[src/rtl/bmc_pkg.sv]
// shared constants for the bitwise majority centroid unit
package bmc_pkg;

  localparam int CLUSTERS_DEF         = 64;
  localparam int DESCRIPTOR_BYTES_DEF = 32;
  localparam int COUNT_BITS_DEF       = 16;

  // at most this many centroid bytes leave per emit
  localparam int MAX_OUT = 32;

  localparam int BYTE_W    = 8;
  localparam int CLUSTER_W = 6;
  localparam int POS_W     = 5;
  localparam int MEMBERS_W = 16;

  localparam logic CMD_ACCUMULATE = 1'b0;
  localparam logic CMD_EMIT       = 1'b1;

endpackage

[src/rtl/bmc_vote.sv]
// per-bit majority vote of one counter row and member count saturation
module bmc_vote
  import bmc_pkg::*;
#(
  parameter int COUNT_BITS = COUNT_BITS_DEF
) (
  input  logic [BYTE_W-1:0][COUNT_BITS-1:0] counts,
  input  logic [COUNT_BITS-1:0]             member_count,
  output logic [BYTE_W-1:0]                 vote_byte,
  output logic [MEMBERS_W-1:0]              members_sat
);

  // bit set when twice its count exceeds the members, ties give zero
  always_comb begin
    for (int b = 0; b < BYTE_W; b++) begin
      vote_byte[b] = {counts[b], 1'b0} > {1'b0, member_count};
    end
  end

  always_comb begin
    if (32'(member_count) > 32'((1 << MEMBERS_W) - 1)) begin
      members_sat = '1;
    end else begin
      members_sat = MEMBERS_W'(member_count);
    end
  end

endmodule

[config.mk]
export PLATFORM = sky130hd
export DESIGN_NAME = bmc_vote
export DESIGN_NICKNAME = d
export VERILOG_FILES = /design/src/rtl/bmc_pkg.sv /design/src/rtl/bmc_vote.sv
export SDC_FILE = /design/constraint.sdc
export NUM_CORES = 1
export LEC_CHECK = 0
export ABC_AREA = 1
export BUFFER_PORTS_ARGS = -buffer_cell sky130_fd_sc_hd__buf_2
export CORE_MARGIN = 3
export CORE_UTILIZATION = 52
export DETAILED_ROUTE_END_ITERATION = 12
export PLACE_DENSITY_LB_ADDON = 0.15
export SYNTH_ARGS = -nofsm -noshare
export SYNTH_HDL_FRONTEND = slang
export SYNTH_SLANG_ARGS = --single-unit
[constraint.sdc]
create_clock -name vclk -period 3.4
set_input_delay 0.68 -clock vclk [all_inputs]
set_output_delay 0.68 -clock vclk [all_outputs]
set_load 0.05 [all_outputs]
* Yosys cells after proc, flatten, opt, wreduce, memory -nomap -nowiden
Index checks and enable logic that the tools add are counted.
** Operators by class
- Order comparisons :: 8
** Operator list (count)
- 17-bit by 16-bit > comparator with 1-bit output :: 8
** Storage, ports and cells
- Output and inout port bits :: 24
- Bits in registers :: 0

* Longest topological paths before layout
- Word-level depth :: 1
- Mapped depth :: 10

* Least setup slack after synthesis
OpenSTA, ideal clock, no wires.
- Path kind :: input to output
- Start point :: in member_count[15]
- End point :: out vote_byte[7]
- Cell stages on the path :: 7
- Slack :: 479 ps
- Required time :: 2720 ps
- Arrival :: 2241 ps
- Cell sequence :: inv_1 ha_1 inv_2 nor3_4 and2_1 nand2_1 a21oi_1
** Between the ends
- Word-level cells in the longest chain between the ends :: 1
** Ends and longest elaborated chain
- from (decl) :: line bmc_vote.sv:8 : input logic [COUNT_BITS-1:0] member_count,
- 17-bit by 16-bit > comparator with 1-bit output :: line bmc_vote.sv:16 : vote_byte[b] = {counts[b], 1'b0} > {1'b0, member_count};
- to (decl) :: line bmc_vote.sv:9 : output logic [BYTE_W-1:0] vote_byte,
Every way passes these cells.

* Worst setup path after layout
Same ends and word-level chain as after synthesis.

==> flow_summary.toml <==
[final_layout]
area_delta_synth_final_pct = 25.6
nClkBuffers = 0
design.seq.count = 0
drive_gt1_share_pct = 27.7
fillers = 543
nets = 922
final-seq-area_um2 = 0
fin_area_um2 = 3980
antenna_cells = 0

[synthesis]
yosysTopAreaCell = "ha_1"
synthTopCellsByArea = "ha_1 (47%), nand2_1 (20%), inv_1 (6.9%), a21oi_1 (6.3%), nor2_1 (5.1%)"
synth_seq_area_share_pct = 0
syn_nets = 768
synthDistinctLibCells = 19
yosysWarningCount = 0
netlist_instances = 504
synth_top_area_share_pct = 47.3
syn_avg_cell_area_um2 = 6.29
syn_area_um2 = 3170

[hold_path]
min_path_type = "in -> out"
holdPathStages = 2
hold_path_startpoint = "member_count[8]"
min_to = "members_sat[8]"

[routing]
drt_iter0_drc = 93
route.detailed.drc = 0
wirelength_mm = 8.94
ant_nets = 0
post_drt_wl_per_cell_um = 12.3
dr.pass1.iters = 4
vias = 3671
avgViaCountPerCell = 5.04

[timing]
rsz0062_at_grt = "false"
setup_viol = 0
fin_crit_sh_pct = 84.3
hold_viol = 0
fmax_ghz = 0.349
worst_pin_slew_ns = 0.379
fin_crit_ns = 2.87
relSlewSlack_pct = 74.7
tns_ns = 0
slew_violations = 0

[floorplan]
dieArea_um2 = 7070
row_count = 27
io_pins = 168
coreArea_um2 = 5710
start_util_pct = 55.6
die_h_um = 84.1
die_x_um = 84.1

[placed_design]
gp_congestion = 0.853
placed_cell_area_um2 = 3980
hpwl_mm = 8.14
portBuffers = 168

[worst_setup_path]
cp_data_required_time_ns = 2.72
crit_top_cell = "buf_2"
cp-start-kind = "input port"
cp_slowest_cell = "ha_1"
path_cells = "buf_2 > inv_1 > ha_1 > inv_2 > nor3_4 > and2_1 > nand2_1 > a21oi_1 > buf_2"
cp_max_fo = 8
crit_path_end_kind = "output port"
crit_type = "in -> out"
cpPeakStageDelay_ns = 0.38
worstPathArrival_ns = 2.19
crit_family = "buffers and inverters"
crit_buf_inv = 4

[power_and_ir_drop]
p_per_area_nw_per_um2 = 130
power.leakage_nw = 2.56
vdd_drop_max_uv = 88.1

[global_route]
grt_pass1_wl_mm = 14.8
grt_pass1_vias = 3633
overflow = 0
grt_max_degree = 9
grt_usage_pct = 24.4
antenna_found_initial = 0

[clock_network]
post_cts_buffers = 0
post_cts.resized_instances = 0
ctsHoldBuffers = 0

[outcome]
outcome = "complete, no violations"

[job]
max-cap-violations = 0
[layer usage]
layer	track usage (%)	vias to the layer above	part of all wire, %
met2	49.4	118	52
met4	2.78	0	0.85
met3	2.17	8	6.4
met5	0	-	0
met1	27.9	1596	41
li1	-	1949	-
[kinds of logic after synthesis]
logic type	Yosys count	share of synthesized area, %
AO/OA/AOI/OAI	48	8.21
adder cells (fa/ha/maj)	120	47.3
AND/OR/NAND/NOR	247	32.0
buffers and inverters	89	12.4
[synth_stat cells, drive strengths merged]
cell and number:
a21o 8, a21oi 40, and2 2, and3 1, buf 16, clkinv 5
ha 120, inv 68, nand2 166, nand3 20, nand4 6, nor2 44
nor3 6, nor3b 2
[worst max-delay path by stage]
stage                startpoint            to  slack (ns)  cells past startpoint
2_1_floorplan  member_count[15]  vote_byte[7]        0.48                      7
3_3_place_gp   member_count[15]  vote_byte[1]        0.57                     10
3_5_place_dp   member_count[15]  vote_byte[1]        0.55                     10
4_1_cts        member_count[15]  vote_byte[1]        0.54                     10
5_1_grt        member_count[15]  vote_byte[1]        0.38                     10
6_report       member_count[15]  vote_byte[7]        0.53                      9
[through the flow]
step | hold WS (ns) | worst slack, ns | total power [mW] | utilization [%] | std cells
finish | 1.66 | 0.532 | 0.517 | 69.8 | 728
global route | 1.66 | 0.379 | 0.594 | 69.8 | 728
CTS | 1.66 | 0.543 | 0.519 | 69.8 | 728
detailed placement | 1.66 | 0.552 | 0.517 | 69.8 | 728
global placement | 1.66 | 0.567 | 0.497 | 69.8 | 728
floorplan | 1.53 | 0.479 | 0.352 | - | 504
[cells in the final DEF (no fill, tap or decap)]
| cell | n |
|---|---|
| buf_2 | 168 |
| nand2_1 | 165 |
| ha_1 | 120 |
| inv_1 | 58 |
| nor2_1 | 43 |
| a21oi_1 | 40 |
| nand3_1 | 20 |
| inv_2 | 10 |
| a21o_1 | 8 |
| nand4_1 | 6 |
| clkinv_1 | 5 |
| nor3_1 | 4 |
| nor3b_1 | 2 |
| and2_1 | 2 |
| nor2_2 | 1 |
| nor3_2 | 1 |
| nand2_4 | 1 |
| nor3_4 | 1 |
| and3_1 | 1 |
[cell type report]
type	instances	area, um2	share of cell area [%]
inverters	73	274	6.88
multi-input cells	415	2780	69.7
well taps	72	90.1	2.26
repair buffers	168	841	21.1
[report_power, final]
group | total [mW] | switching (mW) | internal, mW
clock | 0 | 0 | 0
combinational | 0.517 | 0.308 | 0.208
sequential | 0 | 0 | 0
Note: power is estimated with default switching activity, not from simulation.
